### config.mk
export PLATFORM = sky130hd
export DESIGN_NAME = gls_ram
export DESIGN_NICKNAME = d
export VERILOG_FILES = /design/src/rtl/gls_ram.sv
export SDC_FILE = /design/constraint.sdc
export NUM_CORES = 2
export LEC_CHECK = 0
export BUFFER_PORTS_ARGS = -buffer_cell sky130_fd_sc_hd__buf_2
export CAP_MARGIN = 20
export CORE_MARGIN = 2
export CORE_UTILIZATION = 30
export DETAILED_ROUTE_END_ITERATION = 12
export SETUP_SLACK_MARGIN = 0.5
export SYNTH_ARGS = -nofsm -noshare
export SYNTH_HDL_FRONTEND = slang
export SYNTH_SLANG_ARGS = --single-unit
### constraint.sdc
create_clock -name clk -period 3.35 [get_ports clk]
set_clock_uncertainty 0.1 [all_clocks]
set_input_delay 0.335 -clock clk [delete_from_list [all_inputs] [get_ports clk]]
set_output_delay 0.335 -clock clk [all_outputs]
set_load 0.03 [all_outputs]
### src/rtl/gls_ram.sv
// Generic single-write, single-read RAM with registered read data.
`default_nettype none

module gls_ram #(
    parameter int unsigned WIDTH = 2,
    parameter int unsigned DEPTH = 2048
) (
    input  wire logic                     clk,
    input  wire logic                     we,
    input  wire logic [$clog2(DEPTH)-1:0] waddr,
    input  wire logic [WIDTH-1:0]         wdata,
    input  wire logic [$clog2(DEPTH)-1:0] raddr,
    output logic      [WIDTH-1:0]         rdata
);

    logic [WIDTH-1:0] mem [DEPTH];

    always_ff @(posedge clk)
    begin
        if (we)
        begin
            mem[waddr] <= wdata;
        end
        rdata <= mem[raddr];
    end

endmodule

`default_nettype wire

* Word-level counts from Yosys, hierarchy flattened
Memories as Yosys holds them, arrays and structs flattened. A register that Yosys moved wholly into a read port is not among the register bits. Cells that the tools add are included.
Operators by class: muxes and demuxes 2
Operator list (count):
- 1-bit 2-to-1 mux | 2
Storage, ports and cells: register bits 0, input bits 26, RAM bits 4096, memories kept 1
Memories:
- mem | words 2048, width 2, rd ports 1, clocked after Yosys merged registers in 1, write ports 1, line 16 | logic [WIDTH-1:0] mem [DEPTH];

* Logic depth before layout (Yosys ltp)
depth in word-level cells 2, mapped depth 16

* Least setup slack after synthesis
Ideal clock, no wire load.
path type input port to flip-flop, from in raddr[1], to reg rdata[0] (read register of mem), setup time 0.127 ns, arrival 2.550 ns, cell stages on the path 11, path buffers 4, path slack 0.573 ns, path through buf_6 -> buf_4 -> buf_2 -> clkbuf_1 -> mux4_2 -> mux4_2 -> mux2i_1 -> a21oi_1 -> nand4_1 -> o41ai_1 -> or3_1
RTL lines:
- from (decl) | line 12 | input wire logic [$clog2(DEPTH)-1:0] raddr,
- to (decl) | line 13 | output logic [WIDTH-1:0] rdata

==> summary.md <==
| Metric | Value |
|---|---|
| Leading post-synthesis cells by instance count | `edfxtp_1 (4096), nor2_1 (2181), mux2i_1 (798)` |
| Number of nets in the layout | `10900` |
| Setup repair after global routing missed its margin | `true` |
| Most frequent cell after synthesis | `edfxtp_1` |
| Mean number of vias per cell | `5.36` |
| Net count after synthesis | `10200` |
| Wire length of the first global-routing pass | `734000 um` |
| Netlist Area Pre-Place | `0.169 mm2` |
| Later-pin clock latency in the skew report | `1000 ps` |
| Total power divided by cell area | `550 mW/mm2` |
| Setup slack after placement | `-1060 ps` |
| Fraction of final layout cells sized beyond drive strength 1 | `21.3%` |
| Clock transition at the register clock pins on the worst setup and hold paths after CTS | `60 ps` |
| Total gr overflow | `0` |
| Share of the synthesized area in the top cell type | `72.9%` |
| I/O pin count | `28` |
| Chip Width | `754 um` |
| Placement Cell Area | `0.184 mm2` |
| GRT Total Usage | `17.7%` |
| Die footprint | `0.569 mm2` |
| Wire length per cell after detailed routing | `28.1 um` |
| Endpoint type of the worst setup path | `flip-flop` |
| Antenna violations before repair | `48` |
| Maximum number of buffers from clock root to sink | `4` |
| Initial core utilization | `30.1%` |
| Seq cells post-synth | `4098` |
| F_max | `332 MHz` |
| Crit Path Category | `reg -> reg` |
| Number of input and output port buffers inserted | `27` |
| Worst-case headroom to the max-slew limit | `30.3%` |
| Async S/R FF share, synth | `0%` |
| Min Tclk post-route | `3010 ps` |
| Total wirelength of the detailed-routed design | `524000 um` |
| EDFF count, synth | `4096` |
| Clock net sink count | `4098` |
| Post-detail-place hpwl | `329000 um` |
| Detailed Route Iter0 Violations | `14300` |
| Count of maximum capacitance violations | `0` |
| Share of the cycle needed by the critical path after routing | `89.9%` |
| Finished Core Util | `35.4%` |
| Layout Cells excl Fill | `18700` |
| Cell area after layout | `0.198 mm2` |
| Number of cells produced by synthesis | `10200` |
| GP Congestion | `0.872` |
| TritonCTS Buffers | `421` |
| H-tree depth reported by CTS | `5` |
| Portion of the post-synthesis area used by sequential elements | `72.9%` |
| Total power draw | `109000 uW` |
| DRC Markers | `0` |
| Number of global-route vias before repair | `98600` |
| # rows | `275` |
| Hold crit path type | `in -> reg` |
| Final setup margin | `337 ps` |
| Synth Flop Type | `edfxtp_1` |
| Type of element launching the critical path | `flip-flop` |
| Largest net degree at the start of global routing | `160` |
| Vertical die dimension | `754 um` |
| Area growth from synthesis to layout | `17.5%` |
| Global routing usage on met1 | `24.5%` |
| Global routing met2 resource utilization | `28.3%` |
| Dominant cell type by area after synthesis | `edfxtp_1` |
| Final ANT Viol Nets | `0` |
| Post-synthesis cell type count | `81` |
| Max VDD drop | `414 uV` |
| Required arrival time at the worst endpoint | `4170 ps` |
| Clk Tree Root Cell | `clkbuf_16` |
| Number of failing hold endpoints at the final stage | `0` |
| Count of yosys warnings during synthesis | `0` |
| Final setup violation count | `0` |
| Met3 usage in global routing | `2.90%` |
| Outcome | `completed` |
| Critical path peak fanout | `2` |
| Most congested layer reported by global routing | `met2` |
| Placed insts | `17900` |
| Clock tree from TritonCTS | `done` |
| Total number of vias | `100000` |
| Slew of the pin with the lowest slew margin | `1040 ps` |
| Max-slew violation total from the final report | `0` |
| Pre-Repair DR Iteration Count | `8` |
| Data arrival, critical path | `3830 ps` |
| Mean cell area of the mapped netlist | `16.6 um2` |
| Placeable core area | `0.561 mm2` |
| Leakage power total | `0.0619 uW` |
| Ranking of synthesized cells by area | `edfxtp_1 (73%), mux4_2 (8.2%), nor2_1 (4.9%), mux2i_1 (4.7%), o221ai_1 (1.3%)` |
-- worst paths after layout --
check,start,end,slack [ps],depth (start not counted)
max,mem[528][0],rdata[0],340,11
min,waddr[0],mem[1344][0],70,5
max reg2reg,mem[528][0],rdata[0],340,11
min reg2reg,mem[231][0],rdata[0],1130,7
-- routing by layer --
| layer | routed length [um] | vias up | part of all wire (%) |
|---|---|---|---|
| met5 | 46 | - | 0.0088 |
| met4 | 19800 | 6 | 3.8 |
| met3 | 50600 | 929 | 9.7 |
| met2 | 244000 | 5274 | 47 |
| met1 | 209000 | 52600 | 40 |
| li1 | - | 41100 | - |
-- cell families after synthesis --
| logic type | Yosys count | share of synthesized area (%) |
|---|---|---|
| flops | 4098 | 72.9 |
| simple gates | 2850 | 6.87 |
| mux | 1459 | 13.5 |
| compound gates | 910 | 3.78 |
| buf+inv | 857 | 3.00 |
-- timing repair --
action	4_1_cts	5_1_grt
cloned	0	0
gates resized for setup	26	18
endpoints found under the setup margin	2	2
setup buffers	0	0
pin swaps	3	4
hold buffers	4	0
hold endpoints to repair	623	0
-- area by class of cell --
type,count,area (um2)
diodes,20,50.0
clock buffers,528,11100
clock inverters,234,2410
fillers,52600,362000
inverters,4,27.5
multi-input cells,5219,41400
flip-flops and latches,4098,123000
well taps,7479,9360
repair buffers,1081,10900
-- sequential cells by signal, indices dropped and copies added, names as in the netlist --
signal and count:
mem 4096, rdata 2
-- cell usage in the layout, fill, tap and decap left out, drive strengths merged, types with 44 or more instances in the layout --
master  netlist  routed
a211oi       63      63
a21oi       149     149
buf         388    1077
bufinv        0      44
clkbuf      464     528
clkinv        2     164
edfxtp     4096    4096
mux2i       798     798
mux4        639     639
nand2       230     230
nand3        81      81
nor2       2181    2181
nor3        164     164
nor4         61      61
o21ai       123     123
o221ai      254     254
o22ai       178     178
-- stage by stage --
| step | TNS [ps] | hold WS, ps |
|---|---|---|
| floorplan | 0 | 334 |
| global placement | -1700 | 572 |
| detailed placement | -1740 | 568 |
| CTS | 0 | 9.38 |
| global route | 0 | 83.8 |
| finish | 0 | 72.1 |
-- worst max-delay path: stages, from the launching register on --
cell and delay (ps):
edfxtp_1 360, mux2i_1 80, o221ai_1 230, buf_4 170
o22ai_1 130, a211oi_1 390, buf_4 180, nand3_1 110
nor4_4 530, nand4_1 340, o41ai_4 160, or3_1 160
-- where the power goes --
part	switching (uW)	leakage [uW]	internal, uW
sequential	30.5	0.0368	56400
combinational	3810	0.0186	2180
clock	19900	0.00655	26800
total	23700	0.0619	85400
Power figures use the tool's default switching activity.
