## src/rtl/gls_pkg.sv

```systemverilog
// Shared types and codes for the grid line-of-sight block.
`default_nettype none

package gls_pkg;

    localparam int unsigned X_W    = 6;
    localparam int unsigned Y_W    = 5;
    localparam int unsigned CODE_W = 2;
    localparam int unsigned ERR_W  = 8;

    // Cell and blocking codes.
    localparam logic [CODE_W-1:0] CODE_OPEN = 2'd0;
    localparam logic [CODE_W-1:0] CODE_LOW  = 2'd1;
    localparam logic [CODE_W-1:0] CODE_HARD = 2'd2;
    localparam logic [CODE_W-1:0] CODE_BAD  = 2'd3;

    // Item kinds.
    localparam logic KIND_WRITE = 1'b0;
    localparam logic KIND_QUERY = 1'b1;

    typedef struct packed {
        logic              kind;
        logic [X_W-1:0]    cell_x;
        logic [Y_W-1:0]    cell_y;
        logic [CODE_W-1:0] cell_code;
        logic [X_W-1:0]    from_x;
        logic [Y_W-1:0]    from_y;
        logic [X_W-1:0]    to_x;
        logic [Y_W-1:0]    to_y;
        logic              lobbed;
    } req_word_t;

    typedef struct packed {
        logic              visible;
        logic [CODE_W-1:0] block_code;
    } rsp_word_t;

    // Position and error term of the line walk.
    typedef struct packed {
        logic [X_W-1:0]          x;
        logic [Y_W-1:0]          y;
        logic signed [ERR_W-1:0] err;
    } walk_pos_t;

    // Fixed slope data of one walk.
    typedef struct packed {
        logic [X_W-1:0] dx;
        logic [Y_W-1:0] dy;
        logic           sx_neg;
        logic           sy_neg;
    } walk_slope_t;

endpackage

`default_nettype wire

```

## src/rtl/gls_step.sv

```systemverilog
// One Bresenham step: next cell and error term from the current ones.
`default_nettype none

module gls_step (
    input  wire gls_pkg::walk_pos_t   cur,
    input  wire gls_pkg::walk_slope_t slope,
    output gls_pkg::walk_pos_t        nxt
);

    import gls_pkg::*;

    logic signed [ERR_W:0] e2;
    logic signed [ERR_W:0] dx_s;
    logic signed [ERR_W:0] dy_s;
    logic signed [ERR_W:0] err_t;

    always_comb
    begin
        e2    = $signed({cur.err, 1'b0});
        dx_s  = $signed({3'b000, slope.dx});
        dy_s  = $signed({4'b0000, slope.dy});
        err_t = $signed({cur.err[ERR_W-1], cur.err});
        nxt   = cur;
        // advance x
        if (e2 > -dy_s)
        begin
            err_t = err_t - dy_s;
            nxt.x = slope.sx_neg ? cur.x - X_W'(1) : cur.x + X_W'(1);
        end
        // advance y
        if (e2 < dx_s)
        begin
            err_t = err_t + dx_s;
            nxt.y = slope.sy_neg ? cur.y - Y_W'(1) : cur.y + Y_W'(1);
        end
        nxt.err = err_t[ERR_W-1:0];
    end

endmodule

`default_nettype wire

```

## config.mk

```make
export PLATFORM = sky130hd
export DESIGN_NAME = gls_step
export DESIGN_NICKNAME = d
export VERILOG_FILES = /design/src/rtl/gls_pkg.sv /design/src/rtl/gls_step.sv
export SDC_FILE = /design/constraint.sdc
export NUM_CORES = 1
export LEC_CHECK = 0
export BUFFER_PORTS_ARGS = -buffer_cell sky130_fd_sc_hd__buf_2
export CAP_MARGIN = 15
export CORE_ASPECT_RATIO = 1.75
export CORE_MARGIN = 2
export CORE_UTILIZATION = 54
export DETAILED_ROUTE_END_ITERATION = 6
export PLACE_DENSITY = 0.83
export RECOVER_POWER = 25
export SYNTH_ARGS = -nofsm -noshare
export SYNTH_HDL_FRONTEND = slang
export SYNTH_SLANG_ARGS = --single-unit
```

## constraint.sdc

```tcl
create_clock -name vclk -period 6.2
set_input_delay 0.93 -clock vclk [all_inputs]
set_output_delay 0.93 -clock vclk [all_outputs]
set_load 0.05 [all_outputs]
```

Word-level counts from Yosys, hierarchy flattened --
Cells that the tools add are included.
Word-level totals: input bits 32, output and inout bits 19, register bits after elaboration 0, logic and storage cells 15
Operators by class: $lt $le $gt $ge 2, mux-type cells 6, add/sub/neg operators 7
Operators by type and width (count):
- two-way mux 8 bit | 2
- two-way mux 6 bit | 2
- two-way mux 5 bit | 2
- > comparator 9 bit | 1
- less-than comparator 9 x 7 -> 1 bit | 1
- negation 5 -> 9 bit | 1
- adder 8 x 7 -> 8 bit | 1
- subtractor 8 x 6 -> 8 bit | 1
- adder 6 x 1 -> 6 bit, second input constant | 1
- subtractor 6 x 1 -> 6 bit, second input constant | 1
- adder 5 x 1 -> 5 bit, second input constant | 1
- subtractor 5 x 1 -> 5 bit, second input constant | 1

Longest topological paths before layout --
word-level depth 5, gate-level depth with buffers 21

Least setup slack after synthesis --
No wires, ideal clock.
kind in2out, start point input slope[3] (netlist name), end point output nxt[7] (netlist name), slack 318 ps, path buffers 0, arrival 4952 ps, required time 5270 ps, cell stages on the path 19, path through inv_1 ha_1 and2_1 ha_1 inv_1 ha_1 nand2_1 o21a_1 o32a_1 nand2_2 mux2_2 ha_1 a21o_1 a21oi_1 o21bai_1 a21oi_1 o211a_1 a221oi_2 xnor2_1
RTL lines:
- from (decl) | RTL line gls_step.sv:6 | input wire gls_pkg::walk_slope_t slope,
- to (decl) | RTL line gls_step.sv:7 | output gls_pkg::walk_pos_t nxt

==> impl_metrics.json <==
{
  "worst_ir_drop_vdd_mv": 0.109,
  "critPathKind": "input pin to output pin",
  "post-route-period-util": 0.946,
  "grt_antenna_before_repair": 0,
  "swShare": 0.662,
  "dp_cells": 263,
  "die_h_um": 72.6,
  "maxCapViolations": 0,
  "crit_arrival_ns": 4.93,
  "slew_viol_final": 0,
  "core_area_um2": 2520,
  "vias": 1495,
  "nFillCells": 251,
  "p_sw_uw": 193,
  "status": "completed",
  "antenna-diode-count": 0,
  "seqPwrFrac": 0,
  "place_hpwl_um": 2890,
  "crit_path_end_kind": "output pin",
  "dieWidth_um": 43.2,
  "synth_area_leader_cell": "ha_1",
  "drc": 0,
  "num_rows": 24,
  "p_clk_frac": 0,
  "fin_total_pwr_uw": 291,
  "area_delta_synth_final_pct": 18.4,
  "worst_hold_slack_ns": 2.20,
  "firstDrtPassIters": 4,
  "syn_nets": 258,
  "yosysSeqAreaShare": 0,
  "initial_core_util": 0.575,
  "netlist_top_cells_area": "ha_1, xnor2_1, a21oi_1",
  "ant_nets": 0,
  "layout-drive-gt1-share": 0.274,
  "dieArea_um2": 3130,
  "crit_fanout": 13,
  "finalCriticalPeriod_ns": 5.86,
  "path_cells": "buf_2 -> inv_1 -> ha_1 -> and2_1 -> ha_1 -> inv_1 -> ha_1 -> nand2_1 -> o21a_1 -> o32a_1 -> nand2_2 -> buf_4 -> mux2_2 -> ha_1 -> inv_1 -> o21bai_1 -> a21oi_1 -> o211a_1 -> a221oi_2 -> xnor2_1 -> buf_2",
  "grt_max_degree": 18,
  "postCtsSetupBuffers": 0,
  "finalNonFillerCells": 263,
  "nets": 309,
  "synth.top_cell.area_share": 0.293,
  "combPwrFrac": 1.000,
  "synth.distinct_cells": 36,
  "slowest_delay_ns": 0.37,
  "drt_iter0_markers": 13,
  "synthCells": 188,
  "post_cts_resize_count": 0,
  "powerDensity_nw_per_um2": 170,
  "slew_headroom": 0.380,
  "worst_setup_path_start_kind": "input pin",
  "seqCellArea_um2": 0,
  "sequential_cell_total": 0,
  "layout.cell_area.non_filler_um2": 1720,
  "place_area_um2": 1720,
  "p_int_uw": 98.4,
  "hold_buffers": 0,
  "worstPathRequired_ns": 5.27,
  "grt_pass1_wl_um": 5690,
  "fmax_mhz": 171,
  "gp_congestion": 0.897,
  "total_leakage_power_nw": 0.946,
  "fin_tns_setup_ns": 0,
  "setup_viol": 0,
  "wl_per_cell_um": 12.4,
  "syn_area_um2": 1450,
  "grt_util_all_layers": 0.219,
  "boundaryPins": 51,
  "clkbuf_count": 0,
  "drt_wl_total_um": 3270,
  "cpMostUsedCell": "ha_1",
  "min_path_type": "input pin to output pin",
  "io_buffers": 51,
  "crit_slowest_cell": "o32a_1",
  "worst_slew_pin_slew_ns": 0.930,
  "overflow": 0,
  "finalHoldViolCount": 0,
  "viasPerCell": 5.68,
  "yosys_warnings": 0,
  "syn-mean-instance-area_um2": 7.72,
  "rsz0062_at_grt": "no",
  "grt_pass1_vias": 1491
}
## synthesized netlist by cell type, drive strengths merged, types with 2 or more instances
cell / n
a21boi: 3
a21o: 6
a21oi: 21
and3: 4
buf: 3
fa: 4
ha: 34
inv: 28
mux2: 9
nand2: 6
nor2: 14
nor2b: 3
nor3: 5
o21a: 2
o21ai: 6
o21bai: 2
or2: 2
or3: 2
xnor2: 18
xor2: 5
## through the flow
stage           util  worst slack, ns
3_3_place_gp   0.683            0.423
2_1_floorplan      -            0.318
3_5_place_dp   0.683            0.349
6_report       0.682            0.336
4_1_cts        0.683            0.326
5_1_grt        0.682            0.108
## worst max-delay path, delay by kind of cell
family          cells  cell delay (ns)
mux                 1             0.37
buf+inv             6             0.75
fa+ha+maj           4             1.03
xor+xnor            1             0.15
compound gates      6             1.36
simple gates        3             0.35
## logic make-up after synthesis
logic type,share of synthesized area
compound gates,0.221
fa+ha+maj,0.348
xor+xnor,0.139
simple gates,0.134
buf+inv,0.0888
mux,0.0698
## layout make-up
cell class / count / area [µm²] / area share
Tap cell: 26 / 32.5 / 0.0189
Timing Repair Buffer: 52 / 259 / 0.151
Multi-Input combinational cell: 157 / 1320 / 0.769
Inverter: 28 / 105 / 0.0611
## cells in the final DEF (no fill, tap or decap), types with 4 or more instances in the layout
master	netlist	final
nand2_1	5	5
xor2_1	5	5
o21ai_0	6	6
inv_1	28	28
a21o_1	6	6
fa_1	4	4
nor2_1	14	14
xnor2_1	18	18
a21oi_1	21	21
buf_2	1	48
ha_1	34	34
mux2_2	9	9
nor3_1	5	5
## routing by layer
layer	wire (µm)	share of wire	vias up	global-route usage
met5	0	0	-	0
met4	86	0.026	0	0.0505
met3	102	0.031	8	0.00495
met2	1850	0.57	40	0.456
met1	1230	0.38	694	0.228
li1	-	-	753	-
## worst paths after layout
path / startpoint / to / slack [ns] / cells after the start
max: slope[2] / nxt[7] / 0.34 / 21
min: cur[18] / nxt[18] / 2.20 / 3
## power by group through the flow
stage                     clock network (mW)  logic [mW]  registers, mW
after floorplan                            0       0.230              0
after global placement                     0       0.288              0
after detailed placement                   0       0.292              0
after CTS                                  0       0.293              0
after global routing                       0       0.317              0
final                                      0       0.291              0
No activity file was read; power rests on OpenSTA's default activity.
